### src/lscm_pkg.sv
package lscm_pkg;

  localparam int unsigned NUM_ROUNDS = 12;
  localparam int unsigned BLOCK_BYTES = 16;

  // configuration register indexes
  localparam logic [1:0] REG_KEY_LOW        = 2'd0;
  localparam logic [1:0] REG_KEY_HIGH       = 2'd1;
  localparam logic [1:0] REG_CTR_START_HIGH = 2'd2;
  localparam logic [1:0] REG_CTR_START_LOW  = 2'd3;

  localparam logic [4:0] FULL_COUNT = 5'd16;

  typedef struct packed {
    logic [63:0] data_low;
    logic [63:0] data_high;
    logic [4:0]  valid_bytes;
    logic        first_block;
  } in_word_t;

  typedef struct packed {
    logic [63:0] result_low;
    logic [63:0] result_high;
    logic [4:0]  result_bytes;
  } out_word_t;

  // one block on its way from the front to the cipher pipeline
  typedef struct packed {
    logic [127:0] ctr;
    logic [127:0] text;
    logic [4:0]   nbytes;
  } job_t;

  // one cipher pipeline stage
  typedef struct packed {
    logic [127:0] state;
    logic [127:0] text;
    logic [4:0]   nbytes;
  } stage_t;

  localparam logic [0:NUM_ROUNDS-1][15:0] ROUND_CONST = '{
    16'hBFFF, 16'h6E90, 16'hD16F, 16'h4137, 16'hFEC8, 16'h2FA7,
    16'h9058, 16'hD548, 16'h6AB7, 16'hBBD8, 16'h0427, 16'h947F
  };

  // L-box nibble tables: even tables feed the low byte, odd the high byte
  localparam logic [0:7][0:15][7:0] LBOX = '{
    '{8'h00,8'hFF,8'h90,8'h6F,8'h37,8'hC8,8'hA7,8'h58,
      8'h48,8'hB7,8'hD8,8'h27,8'h7F,8'h80,8'hEF,8'h10},
    '{8'h00,8'hBF,8'h6E,8'hD1,8'h41,8'hFE,8'h2F,8'h90,
      8'hD5,8'h6A,8'hBB,8'h04,8'h94,8'h2B,8'hFA,8'h45},
    '{8'h00,8'h96,8'h83,8'h15,8'hB1,8'h27,8'h32,8'hA4,
      8'h6C,8'hFA,8'hEF,8'h79,8'hDD,8'h4B,8'h5E,8'hC8},
    '{8'h00,8'h52,8'hD1,8'h83,8'hC2,8'h90,8'h13,8'h41,
      8'h49,8'h1B,8'h98,8'hCA,8'h8B,8'hD9,8'h5A,8'h08},
    '{8'h00,8'hC2,8'h24,8'hE6,8'h28,8'hEA,8'h0C,8'hCE,
      8'h56,8'h94,8'h72,8'hB0,8'h7E,8'hBC,8'h5A,8'h98},
    '{8'h00,8'h74,8'hD3,8'hA7,8'hCE,8'hBA,8'h1D,8'h69,
      8'h68,8'h1C,8'hBB,8'hCF,8'hA6,8'hD2,8'h75,8'h01},
    '{8'h00,8'h89,8'h39,8'hB0,8'h44,8'hCD,8'h7D,8'hF4,
      8'h4B,8'hC2,8'h72,8'hFB,8'h0F,8'h86,8'h36,8'hBF},
    '{8'h00,8'hE4,8'h68,8'h8C,8'h5E,8'hBA,8'h36,8'hD2,
      8'h61,8'h85,8'h09,8'hED,8'h3F,8'hDB,8'h57,8'hB3}
  };

  // big-endian counter -> cipher state (byte j of the block at bits 8j+7:8j)
  function automatic logic [127:0] ctr_to_state(input logic [127:0] c);
    logic [127:0] s;
    for (int j = 0; j < BLOCK_BYTES; j++) begin
      s[8*j +: 8] = c[127-8*j -: 8];
    end
    return s;
  endfunction

  function automatic logic [7:0][15:0] five_box(input logic [7:0][15:0] xi);
    logic [7:0][15:0] x;
    x = xi;
    x[2] = x[2] ^ (x[0] & x[1]);
    x[1] = x[1] ^ x[2];
    x[3] = x[3] ^ (x[0] & x[4]);
    x[2] = x[2] ^ x[3];
    x[0] = x[0] ^ (x[1] & x[3]);
    x[4] = x[4] ^ x[1];
    x[1] = x[1] ^ (x[2] & x[4]);
    x[1] = x[1] ^ x[0];
    return x;
  endfunction

  function automatic logic [7:0][15:0] sbox_layer(input logic [7:0][15:0] xi);
    logic [7:0][15:0] x;
    logic [15:0] a, b, c;
    x = five_box(xi);
    x[0] = x[0] ^ x[5];
    x[1] = x[1] ^ x[6];
    x[2] = x[2] ^ x[7];
    x[3] = ~x[3];
    x[4] = ~x[4];
    a = x[5];
    b = x[6];
    c = x[7];
    x[5] = x[5] ^ (~b & c);
    x[6] = x[6] ^ (~c & a);
    x[7] = x[7] ^ (~a & b);
    x[5] = x[5] ^ x[0];
    x[6] = x[6] ^ x[1];
    x[7] = x[7] ^ x[2];
    return five_box(x);
  endfunction

  function automatic logic [15:0] lbox_row(input logic [15:0] w);
    logic [7:0] nl, nh;
    nl = LBOX[0][w[3:0]] ^ LBOX[2][w[7:4]] ^ LBOX[4][w[11:8]] ^ LBOX[6][w[15:12]];
    nh = LBOX[1][w[3:0]] ^ LBOX[3][w[7:4]] ^ LBOX[5][w[11:8]] ^ LBOX[7][w[15:12]];
    return {nh, nl};
  endfunction

  function automatic logic [127:0] cipher_round(input logic [127:0] s,
                                                input logic [15:0]  rc,
                                                input logic [127:0] key);
    logic [7:0][15:0] x;
    x = s;
    x[0] = x[0] ^ rc;
    x = sbox_layer(x);
    for (int r = 0; r < 8; r++) begin
      x[r] = lbox_row(x[r]) ^ key[16*r +: 16];
    end
    return x;
  endfunction

endpackage

### src/lscm_front.sv
module lscm_front import lscm_pkg::*; (
  input  logic         clk,
  input  logic         rst_n,
  input  logic         accept,
  input  in_word_t     in_word,
  input  logic [127:0] ctr_start,
  output job_t         job,
  output logic         job_push
);

  logic [127:0] ctr_r, ctr_nxt;
  logic [127:0] ctr_use;

  // first_block reloads before this block uses the counter
  assign ctr_use = in_word.first_block ? ctr_start : ctr_r;
  assign ctr_nxt = ctr_use + 128'd1;

  assign job_push    = accept;
  assign job.ctr     = ctr_use;
  assign job.text    = {in_word.data_high, in_word.data_low};
  assign job.nbytes  = (in_word.valid_bytes > FULL_COUNT) ? FULL_COUNT : in_word.valid_bytes;

  always_ff @(posedge clk) begin
    if (!rst_n) begin
      ctr_r <= '0;
    end else if (accept) begin
      ctr_r <= ctr_nxt;
    end
  end

endmodule

### config.mk
export PLATFORM = sky130hd
export DESIGN_NAME = lscm_front
export DESIGN_NICKNAME = d
export VERILOG_FILES = /design/src/lscm_pkg.sv /design/src/lscm_front.sv
export SDC_FILE = /design/constraint.sdc
export NUM_CORES = 1
export LEC_CHECK = 0
export BUFFER_PORTS_ARGS = -buffer_cell sky130_fd_sc_hd__buf_2
export CORE_MARGIN = 4
export CORE_UTILIZATION = 30
export DETAILED_ROUTE_END_ITERATION = 8
export MAX_ROUTING_LAYER = met4
export PLACE_DENSITY = 0.67
export SYNTH_ARGS = -nofsm -noshare
export SYNTH_HDL_FRONTEND = slang
export SYNTH_SLANG_ARGS = --single-unit
### constraint.sdc
create_clock -name clk -period 7.4 [get_ports clk]
set_clock_uncertainty 0.15 [all_clocks]
set_input_delay 1.48 -clock clk [delete_from_list [all_inputs] [get_ports clk]]
set_output_delay 1.48 -clock clk [all_outputs]
set_load 0.01 [all_outputs]
Yosys cells after proc, flatten, opt, wreduce, memory -nomap -nowiden
Cells that the tools add are included.

word-level totals
  output and inout bits = 262
  flip-flop bits (word level) = 128
  input port bits = 265
  word-level logic and storage cells = 5

cells by class
  multiplexer cells = 2
  magnitude comparators = 1
  add/sub/neg operators = 1

operator list
  cell                     number
  $add 128x1->128 const B  1
  $mux 128                 1
  $gt 5x5->1 const B       1
  $mux 5                   1

Longest topological paths before layout
  word-level depth = 2
  depth in mapped cells = 22
  mapped depth without buffers = 9

Worst setup path before layout
No wires, ideal clock.

  path type = input-to-reg
  from = input port in_word[0] (netlist name)
  to = register ctr_r[114]
  stages on the path = 21
  path buffers = 12
  library setup time = 0.062 ns
  setup slack = 1.055 ns
  data arrival time = 6.132 ns
  data required time = 7.188 ns
  cells stage by stage = buf_6 buf_6 buf_6 buf_4 buf_2 buf_4 buf_4 buf_2 buf_2 buf_2 buf_2 clkbuf_1 mux2_2 ha_1 nand4b_1 a22oi_1 nand4_1 or4_4 or4_4 or3_1 nand3_1

RTL lines
  item                    RTL line          source
  start: declaration      lscm_front.sv:5   input in_word_t in_word,
  end signal: assignment  lscm_front.sv:27  ctr_r <= ctr_nxt;
  end: declaration        lscm_front.sv:11  logic [127:0] ctr_r, ctr_nxt;

==> results.py <==
metrics = {
    "final_layout": {
        "largest_registers": "ctr_r (128)",
        "final_common_cell": "buf_2",
        "area_delta_synth_final_pct": 12.3,
        "top_register": "ctr_r",
        "nets": 1958,
        "largest_register_ffs": 128,
        "drive_above_1_share_pct": 24.2,
        "final_cell_mix": "269 x buf_2, 209 x nand3_1, 168 x nand2_1",
    },
    "worst_setup_path": {
        "crit_path_start_kind": "input port",
        "rr_worst_depth": 7,
        "r2r-end": "ctr_r[114]",
        "reg2reg_from": "ctr_r[4]",
        "critPathLaunch": "in_word[0]",
        "r2r_slack_ps": 3620,
        "crit_cells": 5,
        "crit_family": "buffers and inverters",
        "crit_required_ps": 5770,
        "path_max_fanout": 129,
        "cp-endpoint": "job[217]",
        "cp_cell_sequence": "buf_8, buf_12, mux2i_1, inv_1, buf_2",
        "crit_buf_inv": 4,
        "worstSetupPathType": "input port to primary output",
        "end_kind": "primary output",
        "crit_path_max_incr_delay_ps": 590,
        "critical_path_arrival_ps": 3630,
        "cp_slowest_cell": "buf_8",
    },
    "yosys": {
        "synth_top_area_cell": "dfxtp_1",
        "netlist.area_leader.share_pct": 21.5,
        "synth_flop_cell": "dfxtp_1",
        "synthCells": 1602,
        "async_flop_share_pct": 0,
        "syn_avg_cell_area_um2": 7.43,
        "syn_area_um2": 11900,
        "ys_seq_area_share_pct": 21.5,
        "synth_nets": 1868,
        "synth_edf_count": 0,
        "yosys-top-cells-area": "dfxtp_1 22%, nand3_1 8.8%, buf_4 8.6%, mux2i_1 6.5%, mux2_2 6.4%",
        "synth_cell_types": 63,
        "synth-seq-cells": 128,
        "synth_warnings": 0,
    },
    "timing": {
        "period_minus_slack_ps": 5260,
        "setup_viol": 0,
        "final-max-slew-violation-count": 0,
        "hold_violations": 0,
        "min_period_over_period_pct": 71.0,
        "worst_pin_slew_ps": 1310,
        "relSlewSlack_pct": 12.2,
        "setup_tns_ps": 0,
        "rsz0062_at_grt": "false",
        "fmax_mhz": 190,
    },
    "cts": {
        "clk_pin_slew_worst_paths_ps": 60,
        "hold_buffers": 0,
        "ctsResizeCount": 0,
        "cts-root-buf": "clkbuf_16",
        "htree_levels": 4,
        "cts_setup_buffers": 0,
        "cts_buffers": 17,
        "clk_path_buf_depth": 2,
        "cts_sinks": 128,
        "clk_latency_ps": 450,
        "cts_tree": "yes",
    },
    "power_and_ir_drop": {
        "peakVddDrop_v": 0.000184,
        "finalPower_uw": 2240,
        "power_leakage_uw": 0.00538,
        "power.density_nw_per_um2": 167,
    },
    "floorplanning": {
        "fp-row-count": 72,
        "core_area_um2": 38900,
        "start_util_pct": 30.6,
        "die_h_um": 207,
        "fp.dieW_um": 207,
        "io_pins": 527,
        "die_area_um2": 42900,
    },
    "outcome": {
        "violations": "DRC",
        "status": "finished with violations",
    },
    "flow_run": {
        "max_cap_violations": 0,
    },
    "min_path": {
        "min_path_type": "flip-flop to flip-flop",
        "min_path_cells": 2,
    },
    "global_route": {
        "grt_usage_pct": 24.4,
        "grt_max_degree": 130,
        "grt_pass1_wl_um": 80500,
        "antenna_found_initial": 3,
        "grt_pass1_vias": 12900,
        "grt_overflow": 0,
    },
    "routing": {
        "wire_per_inst_um": 24.3,
        "vias": 13500,
        "avgViaCountPerCell": 6.08,
        "wl_um": 54100,
        "ant_nets": 0,
        "drc_errors": 4,
        "first_pass_iters": 8,
        "drtIter0Drc": 1770,
    },
    "place": {
        "gp_congestion": 1.02,
        "dpl.hpwl_um": 41900,
        "numPortBuffers": 270,
    },
}
cells by family (layout without fill, tap and decap cells):
family	Yosys count	count (layout)	synth area share [%]
AO/OA/AOI/OAI	220	220	13.1
other	0	4	0
adder cells (fa/ha/maj)	1	1	0.105
buffers and inverters	272	375	13.4
multiplexers	145	145	12.9
XOR/XNOR	42	42	3.09
flip-flops	128	128	21.5
AND/OR/NAND/NOR	794	794	35.9
how the worst min path moves through the flow:
stage,start,to,slack (ps)
floorplan,ctr_r[127],ctr_r[127],270
global placement,ctr_r[127],ctr_r[127],290
detailed placement,ctr_r[127],ctr_r[127],300
CTS,ctr_r[127],ctr_r[127],310
global route,ctr_r[127],ctr_r[127],340
finish,ctr_r[127],ctr_r[127],310
worst min-delay path, cell delays in order, from the launching register on:
cell	delay, ps
dfxtp_1	310
nand2_1	50
o31ai_1	60
stage by stage:
step                utilization, %  hold WS, ps  instances  area (µm²)  worst slack [ps]
floorplan                        -          271       1602       11900              1060
global placement              32.6          285       2191       12700              1930
detailed placement            32.6          299       2191       12700              1790
CTS                           34.3          311       2223       13400              2190
global route                  34.3          338       2226       13400              1800
finish                        34.3          308       2227       13400              2140
Yosys cell counts (36+ instances only):
| cell | instances |
|---|---|
| mux2i_1 | 77 |
| dfxtp_1 | 128 |
| mux2_2 | 68 |
| buf_4 | 136 |
| nand3b_1 | 42 |
| inv_1 | 55 |
| clkbuf_1 | 54 |
| nand4_1 | 75 |
| nor2_1 | 81 |
| nand3_1 | 209 |
| xnor2_1 | 37 |
| nand2_1 | 169 |
| o21ai_0 | 36 |
where the power goes:
group / total, µW / internal [µW] / switching, µW / leakage (µW)
registers: 766 / 727 / 38.6 / 0.00105
clock network: 990 / 619 / 372 / 0.000317
logic: 481 / 179 / 302 / 0.00402
total: 2240 / 1520 / 713 / 0.00538
area by class of cell:
cell class              count  area [µm²]
flip-flops and latches    128        2560
inverters                  56         210
multi-input cells        1202        7770
clock inverters            12         205
diodes                      4        10.0
fillers                  4192       25600
repair buffers            287        1500
well taps                 518         648
clock buffers              20         457
per-layer routing:
| layer | GRT usage, % | wire length, µm |
|---|---|---|
| met1 | 30.3 | 21500 |
| met2 | 38.2 | 24800 |
| met3 | 5.89 | 5430 |
| met4 | 10.1 | 2270 |
| met5 | - | 0 |
Power figures use the tool's default switching activity.
