<file path="src/lscm_pkg.sv">
package lscm_pkg;

  localparam int unsigned NUM_ROUNDS = 12;
  localparam int unsigned BLOCK_BYTES = 16;

  // configuration register indexes
  localparam logic [1:0] REG_KEY_LOW        = 2'd0;
  localparam logic [1:0] REG_KEY_HIGH       = 2'd1;
  localparam logic [1:0] REG_CTR_START_HIGH = 2'd2;
  localparam logic [1:0] REG_CTR_START_LOW  = 2'd3;

  localparam logic [4:0] FULL_COUNT = 5'd16;

  typedef struct packed {
    logic [63:0] data_low;
    logic [63:0] data_high;
    logic [4:0]  valid_bytes;
    logic        first_block;
  } in_word_t;

  typedef struct packed {
    logic [63:0] result_low;
    logic [63:0] result_high;
    logic [4:0]  result_bytes;
  } out_word_t;

  // one block on its way from the front to the cipher pipeline
  typedef struct packed {
    logic [127:0] ctr;
    logic [127:0] text;
    logic [4:0]   nbytes;
  } job_t;

  // one cipher pipeline stage
  typedef struct packed {
    logic [127:0] state;
    logic [127:0] text;
    logic [4:0]   nbytes;
  } stage_t;

  localparam logic [0:NUM_ROUNDS-1][15:0] ROUND_CONST = '{
    16'hBFFF, 16'h6E90, 16'hD16F, 16'h4137, 16'hFEC8, 16'h2FA7,
    16'h9058, 16'hD548, 16'h6AB7, 16'hBBD8, 16'h0427, 16'h947F
  };

  // L-box nibble tables: even tables feed the low byte, odd the high byte
  localparam logic [0:7][0:15][7:0] LBOX = '{
    '{8'h00,8'hFF,8'h90,8'h6F,8'h37,8'hC8,8'hA7,8'h58,
      8'h48,8'hB7,8'hD8,8'h27,8'h7F,8'h80,8'hEF,8'h10},
    '{8'h00,8'hBF,8'h6E,8'hD1,8'h41,8'hFE,8'h2F,8'h90,
      8'hD5,8'h6A,8'hBB,8'h04,8'h94,8'h2B,8'hFA,8'h45},
    '{8'h00,8'h96,8'h83,8'h15,8'hB1,8'h27,8'h32,8'hA4,
      8'h6C,8'hFA,8'hEF,8'h79,8'hDD,8'h4B,8'h5E,8'hC8},
    '{8'h00,8'h52,8'hD1,8'h83,8'hC2,8'h90,8'h13,8'h41,
      8'h49,8'h1B,8'h98,8'hCA,8'h8B,8'hD9,8'h5A,8'h08},
    '{8'h00,8'hC2,8'h24,8'hE6,8'h28,8'hEA,8'h0C,8'hCE,
      8'h56,8'h94,8'h72,8'hB0,8'h7E,8'hBC,8'h5A,8'h98},
    '{8'h00,8'h74,8'hD3,8'hA7,8'hCE,8'hBA,8'h1D,8'h69,
      8'h68,8'h1C,8'hBB,8'hCF,8'hA6,8'hD2,8'h75,8'h01},
    '{8'h00,8'h89,8'h39,8'hB0,8'h44,8'hCD,8'h7D,8'hF4,
      8'h4B,8'hC2,8'h72,8'hFB,8'h0F,8'h86,8'h36,8'hBF},
    '{8'h00,8'hE4,8'h68,8'h8C,8'h5E,8'hBA,8'h36,8'hD2,
      8'h61,8'h85,8'h09,8'hED,8'h3F,8'hDB,8'h57,8'hB3}
  };

  // big-endian counter -> cipher state (byte j of the block at bits 8j+7:8j)
  function automatic logic [127:0] ctr_to_state(input logic [127:0] c);
    logic [127:0] s;
    for (int j = 0; j < BLOCK_BYTES; j++) begin
      s[8*j +: 8] = c[127-8*j -: 8];
    end
    return s;
  endfunction

  function automatic logic [7:0][15:0] five_box(input logic [7:0][15:0] xi);
    logic [7:0][15:0] x;
    x = xi;
    x[2] = x[2] ^ (x[0] & x[1]);
    x[1] = x[1] ^ x[2];
    x[3] = x[3] ^ (x[0] & x[4]);
    x[2] = x[2] ^ x[3];
    x[0] = x[0] ^ (x[1] & x[3]);
    x[4] = x[4] ^ x[1];
    x[1] = x[1] ^ (x[2] & x[4]);
    x[1] = x[1] ^ x[0];
    return x;
  endfunction

  function automatic logic [7:0][15:0] sbox_layer(input logic [7:0][15:0] xi);
    logic [7:0][15:0] x;
    logic [15:0] a, b, c;
    x = five_box(xi);
    x[0] = x[0] ^ x[5];
    x[1] = x[1] ^ x[6];
    x[2] = x[2] ^ x[7];
    x[3] = ~x[3];
    x[4] = ~x[4];
    a = x[5];
    b = x[6];
    c = x[7];
    x[5] = x[5] ^ (~b & c);
    x[6] = x[6] ^ (~c & a);
    x[7] = x[7] ^ (~a & b);
    x[5] = x[5] ^ x[0];
    x[6] = x[6] ^ x[1];
    x[7] = x[7] ^ x[2];
    return five_box(x);
  endfunction

  function automatic logic [15:0] lbox_row(input logic [15:0] w);
    logic [7:0] nl, nh;
    nl = LBOX[0][w[3:0]] ^ LBOX[2][w[7:4]] ^ LBOX[4][w[11:8]] ^ LBOX[6][w[15:12]];
    nh = LBOX[1][w[3:0]] ^ LBOX[3][w[7:4]] ^ LBOX[5][w[11:8]] ^ LBOX[7][w[15:12]];
    return {nh, nl};
  endfunction

  function automatic logic [127:0] cipher_round(input logic [127:0] s,
                                                input logic [15:0]  rc,
                                                input logic [127:0] key);
    logic [7:0][15:0] x;
    x = s;
    x[0] = x[0] ^ rc;
    x = sbox_layer(x);
    for (int r = 0; r < 8; r++) begin
      x[r] = lbox_row(x[r]) ^ key[16*r +: 16];
    end
    return x;
  endfunction

endpackage

</file>
<file path="src/lscm_fifo.sv">
module lscm_fifo import lscm_pkg::*; #(
  parameter int unsigned WIDTH = 8,
  parameter int unsigned DEPTH = 2
) (
  input  logic             clk,
  input  logic             rst_n,
  input  logic             wr_en,
  input  logic [WIDTH-1:0] wr_data,
  output logic             full,
  input  logic             rd_en,
  output logic [WIDTH-1:0] rd_data,
  output logic             empty
);

  localparam int unsigned PW = $clog2(DEPTH);
  localparam int unsigned CW = $clog2(DEPTH + 1);

  logic [WIDTH-1:0] mem_r [DEPTH];
  logic [PW-1:0]    wr_ptr_r, rd_ptr_r;
  logic [CW-1:0]    count_r;
  logic             do_wr, do_rd;

  assign full    = (count_r == CW'(DEPTH));
  assign empty   = (count_r == '0);
  assign do_wr   = wr_en && !full;
  assign do_rd   = rd_en && !empty;
  assign rd_data = mem_r[rd_ptr_r];

  always_ff @(posedge clk) begin
    if (do_wr) begin
      mem_r[wr_ptr_r] <= wr_data;
    end
  end

  always_ff @(posedge clk) begin
    if (!rst_n) begin
      wr_ptr_r <= '0;
      rd_ptr_r <= '0;
      count_r  <= '0;
    end else begin
      if (do_wr) begin
        wr_ptr_r <= (wr_ptr_r == PW'(DEPTH - 1)) ? '0 : wr_ptr_r + 1'b1;
      end
      if (do_rd) begin
        rd_ptr_r <= (rd_ptr_r == PW'(DEPTH - 1)) ? '0 : rd_ptr_r + 1'b1;
      end
      if (do_wr && !do_rd) begin
        count_r <= count_r + 1'b1;
      end else if (do_rd && !do_wr) begin
        count_r <= count_r - 1'b1;
      end
    end
  end

endmodule

</file>
<file path="config.mk">
export PLATFORM = sky130hd
export DESIGN_NAME = lscm_fifo
export DESIGN_NICKNAME = d
export VERILOG_FILES = /design/src/lscm_pkg.sv /design/src/lscm_fifo.sv
export SDC_FILE = /design/constraint.sdc
export NUM_CORES = 1
export LEC_CHECK = 0
export BUFFER_PORTS_ARGS = -buffer_cell sky130_fd_sc_hd__buf_2
export CAP_MARGIN = 10
export CELL_PAD_IN_SITES_DETAIL_PLACEMENT = 2
export CELL_PAD_IN_SITES_GLOBAL_PLACEMENT = 2
export CORE_MARGIN = 4
export CORE_UTILIZATION = 25
export CTS_CLUSTER_SIZE = 30
export DETAILED_ROUTE_END_ITERATION = 12
export GPL_TIMING_DRIVEN = 0
export PLACE_DENSITY_LB_ADDON = 0.12
export SYNTH_ARGS = -nofsm -noshare
export SYNTH_HDL_FRONTEND = slang
export SYNTH_SLANG_ARGS = --single-unit
</file>
<file path="constraint.sdc">
create_clock -name clk -period 1.9 [get_ports clk]
set_input_delay 0.19 -clock clk [delete_from_list [all_inputs] [get_ports clk]]
set_output_delay 0.19 -clock clk [all_outputs]
set_load 0.1 [all_outputs]
</file>
# Word level (Yosys, flattened, before mapping)
# Memory sizes are Yosys's and may differ from the RTL's. A register that Yosys moved wholly into a read port is not among the register bits.
# Index checks and enable logic that the tools add are counted.
totals:
  register_bits: 4
  in_bits: 12
  memories: 1
  ram_bits: 16
op_classes:
  addsub: 4
  n_mux: 8
  eq_ne: 1
  reduce_logical: 10
mem_list:
  columns: ["memory", "depth", "width", "rd", "rd_clocked_by_memory_dff", "wr", "line", "text"]
  rows:
  - ["mem_r", 2, 8, 1, 1, 1, "lscm_fifo.sv:18", "logic [WIDTH-1:0] mem_r [DEPTH];"]
op_table:
  columns: ["op", "n"]
  rows:
  - ["$mux 1", 6]
  - ["$logic_and 1x1->1", 4]
  - ["$logic_not 1->1", 4]
  - ["$mux 2", 2]
  - ["$add 1x1->1 const B", 2]
  - ["$add 2x1->2 const B", 1]
  - ["$eq 2x2->1 const B", 1]
  - ["$logic_not 2->1", 1]
  - ["$reduce_bool 2->1", 1]
  - ["$sub 2x1->2 const B", 1]

# Logic depth before layout (Yosys ltp)
logic_depth:
  ltp_word: 7
  ltp_mapped: 7
  ltp_nobuf: 7

# Least setup slack after synthesis
# No wires, ideal clock.
synth_path:
  kind: "register to register"
  startpoint: "register count_r[0]"
  endpoint: "register count_r[1]"
  setup_slack_ps: 94
  n_path_buf: 0
  stages_incl_launch_ff: 7
  period_less_slack_ps: 1806
  t_arrival_ps: 1736
  path_cell_list: "dfxtp_1 -> nand2b_1 -> inv_2 -> nor2_1 -> ha_1 -> or3_1 -> a21boi_1"
synth_between:
  elab_chain_len: 6
  word_cells_on_any_way: 15
  cone_classes: "add/sub (2); eq/ne (1); mux (2); reduce/logical (10)"
synth_rtl:
  columns: ["element", "line", "text"]
  rows:
  - ["start: declaration", "lscm_fifo.sv:20", "logic [CW-1:0] count_r;"]
  - ["start signal: assignment", "lscm_fifo.sv:48", "count_r <= count_r + 1'b1;"]
  - ["start signal: assignment", "lscm_fifo.sv:50", "count_r <= count_r - 1'b1;"]
  - ["$eq 2x2->1 (*)", "lscm_fifo.sv:23", "assign full = (count_r == CW'(DEPTH));"]
  - ["named net full", "lscm_fifo.sv:9", "output logic full,"]
  - ["$logic_not 1->1 (*)", "lscm_fifo.sv:25", "assign do_wr = wr_en && !full;"]
  - ["$logic_and 1x1->1 (*)", "lscm_fifo.sv:25", null]
  - ["$logic_not 1->1", "lscm_fifo.sv:49", "end else if (do_rd && !do_wr) begin"]
  - ["$logic_and 1x1->1", "lscm_fifo.sv:49", null]
  - ["$reduce_bool 2->1 (no source line)", null, null]
# Mark *: on every way through the listed nets, which the timed path passes. The rest lies on a longest branch. The select of a mux whose other input is x is not followed.
# A chain may end at the register's enable or synchronous reset.

==> impl_metrics.json <==
{
  "status": "finished clean",
  "fill_cells": 332,
  "post-route-period-util_pct": 87.6,
  "gp_congestion": 0.678,
  "avgSynthCellArea_um2": 16.2,
  "timing.hold.ws_ns": 0.0703,
  "worstPathArrival_ns": 1.47,
  "track_usage_pct": 8.16,
  "grt_overflow": 0,
  "hold_path_class": "input pin to register",
  "synth_simple_gate_area_share_pct": 6.80,
  "start_util_pct": 26.3,
  "clkLatencyLatePin_ns": 0.30,
  "post_cts_buffers": 0,
  "wl_per_cell_um": 12.8,
  "multi_input_area_um2": 216,
  "die_area_um2": 4210,
  "drc": 0,
  "synth_warnings": 0,
  "ctsResizeCount": 0,
  "slew_headroom_pct": 47.0,
  "min_period_ns": 1.66,
  "tightest_slew_ns": 0.791,
  "grt_max_degree": 13,
  "vias_per_cell": 4.06,
  "synth_nets": 63,
  "die-height_um": 64.9,
  "nets": 89,
  "ctsHoldBuffers": 0,
  "synth-compound-area-share_pct": 4.02,
  "cts.clk_slew.worst_paths_ns": 0.12,
  "dp_hpwl_mm": 1.12,
  "critPathCaptureType": "output pin",
  "clock_path_buffers": 2,
  "dpl_cell_area_um2": 970,
  "final_max_slew_viol_count": 0,
  "cpMostUsedCell": "buf_2",
  "io_pins": 22,
  "yosys_register_bits": 21,
  "core_area_um2": 3080,
  "ant_nets": 0,
  "finClkSkew_ns": 0.00966,
  "cap_viol_max_count": 0,
  "synthMuxAreaShare_pct": 11.1,
  "synth_area_um2": 810,
  "yosysSeqAreaShare_pct": 71.7,
  "cp.required_ns": 1.71,
  "synth_top_area_cell": "edfxtp_1",
  "clock-sinks": 21,
  "rows": 20,
  "rsz0062_at_grt": "no",
  "vias": 483,
  "synth_top_family_by_area": "multiplexers",
  "layout-drive-gt1-share_pct": 48.0,
  "stdcell_area_um2": 997,
  "wl_mm": 1.52,
  "synth_top_area_share_pct": 59.4,
  "drt_iter0_markers": 4,
  "hold_path_depth": 1,
  "numCtsBuffers": 3,
  "ff2ff_path_depth": 3,
  "cp_max_fo": 8,
  "start_kind": "register",
  "synth_fa_ha_area_share_pct": 1.55,
  "insertedDiodeCount": 0,
  "hold_viol": 0,
  "crit_path_max_incr_delay_ns": 0.36,
  "synthXorXnorAreaFrac_pct": 3.25,
  "cts_tree": "done",
  "firstDrtPassIters": 4,
  "fmax_ghz": 0.601,
  "area_growth_pct": 23.2,
  "clock-root-buffer": "clkbuf_4",
  "cts_htree_levels": 1,
  "synthCells": 50,
  "register_area_um2": 581,
  "crit_type": "register to output pin",
  "cp_slowest_cell": "mux2_2",
  "die_w_um": 64.9,
  "grt_pass1_vias": 540,
  "setup_viol": 0,
  "setup_tns_ns": 0,
  "grt_pass1_wl_mm": 2.54,
  "antenna_found_initial": 0,
  "synth_cell_types": 20,
  "path_cells": "buf_2, mux2_2, buf_2",
  "synth_area_leaders": "edfxtp_1, dfxtp_1, mux2_2",
  "port_buffers": 21
}
==> cells by family after synthesis <==
family | Yosys count
flip-flops | 21
AND/OR/NAND/NOR | 9
multiplexers | 8
AO/OA/AOI/OAI | 5
XOR/XNOR | 3
buffers and inverters | 3
adder cells (fa/ha/maj) | 1
==> path summary, 6_finish.rpt <==
path	slack [ns]	to	from
setup / recovery	0.24	rd_data[3]	register
hold / removal	0.07	mem_r[1][2]$_DFFE_PP_	wr_data[2]
hold reg to reg	0.55	count_r[1]$_SDFFE_PN0P_	count_r[1]$_SDFFE_PN0P_
setup reg to reg	0.26	mem_r[0][3]$_DFFE_PP_	count_r[0]$_SDFFE_PN0P_
==> flip-flops by register name, summed over array words and instances, names as in the netlist, named ones only <==
signal,count
count_r,2
mem_r,16
rd_ptr_r,1
wr_ptr_r,1
==> cells in the mapped netlist (all sizes together) <==
cell type  instances
edfxtp            16
mux2               8
dfxtp              5
and2               3
a21boi             2
inv                2
nor2               2
o21ai              2
xnor2              2
and3               1
buf                1
ha                 1
nand2b             1
nor3               1
o21a               1
or3                1
xor2               1
==> layout by cell type, fill, tap and decap left out <==
| master | count |
|---|---|
| buf_2 | 22 |
| edfxtp_1 | 16 |
| mux2_2 | 8 |
| dfxtp_1 | 5 |
| and2_1 | 3 |
| clkbuf_4 | 3 |
| nor2_1 | 2 |
| xnor2_1 | 2 |
| nand2b_1 | 1 |
| inv_2 | 1 |
| inv_1 | 1 |
| o21ai_1 | 1 |
| and3_1 | 1 |
| nor3_2 | 1 |
| a21boi_0 | 1 |
| o21a_1 | 1 |
| xor2_1 | 1 |
| o21ai_0 | 1 |
| or3_1 | 1 |
| a21boi_1 | 1 |
| ha_1 | 1 |
| clkinv_2 | 1 |
==> final cells by class <==
cell class	count	area share (%)
Sequential cell	21	58.2
Multi-Input combinational cell	26	21.7
Timing Repair Buffer	21	10.5
Tap cell	44	5.52
Clock buffer	3	2.26
Inverter	2	0.753
Clock inverter	1	0.502
Buffer	1	0.502
==> stage by stage <==
step                instances  util (%)  setup slack (ns)
floorplan                  50         -            0.0944
global placement          115      31.5             0.253
detailed placement        115      31.5             0.210
CTS                       119      32.4             0.193
global route              119      32.4             0.110
finish                    119      32.4             0.235
==> layer usage <==
metal,part of all wire [%],vias to the layer above,GRT usage (%)
li1,-,231,-
met1,45,234,10.8
met2,48,14,12.0
met3,4.8,4,2.43
met4,1.8,0,3.96
met5,0,-,0
==> critical path, delay by kind of cell, from the launching register on <==
kind / cells / cell delay (ns)
buffers and inverters: 2 / 0.50
DFF: 1 / 0.32
muxes: 1 / 0.36
Power is left out: the tool's default activity adds up to more than one toggle a clock period on the data nets, which glitch-free logic cannot reach.
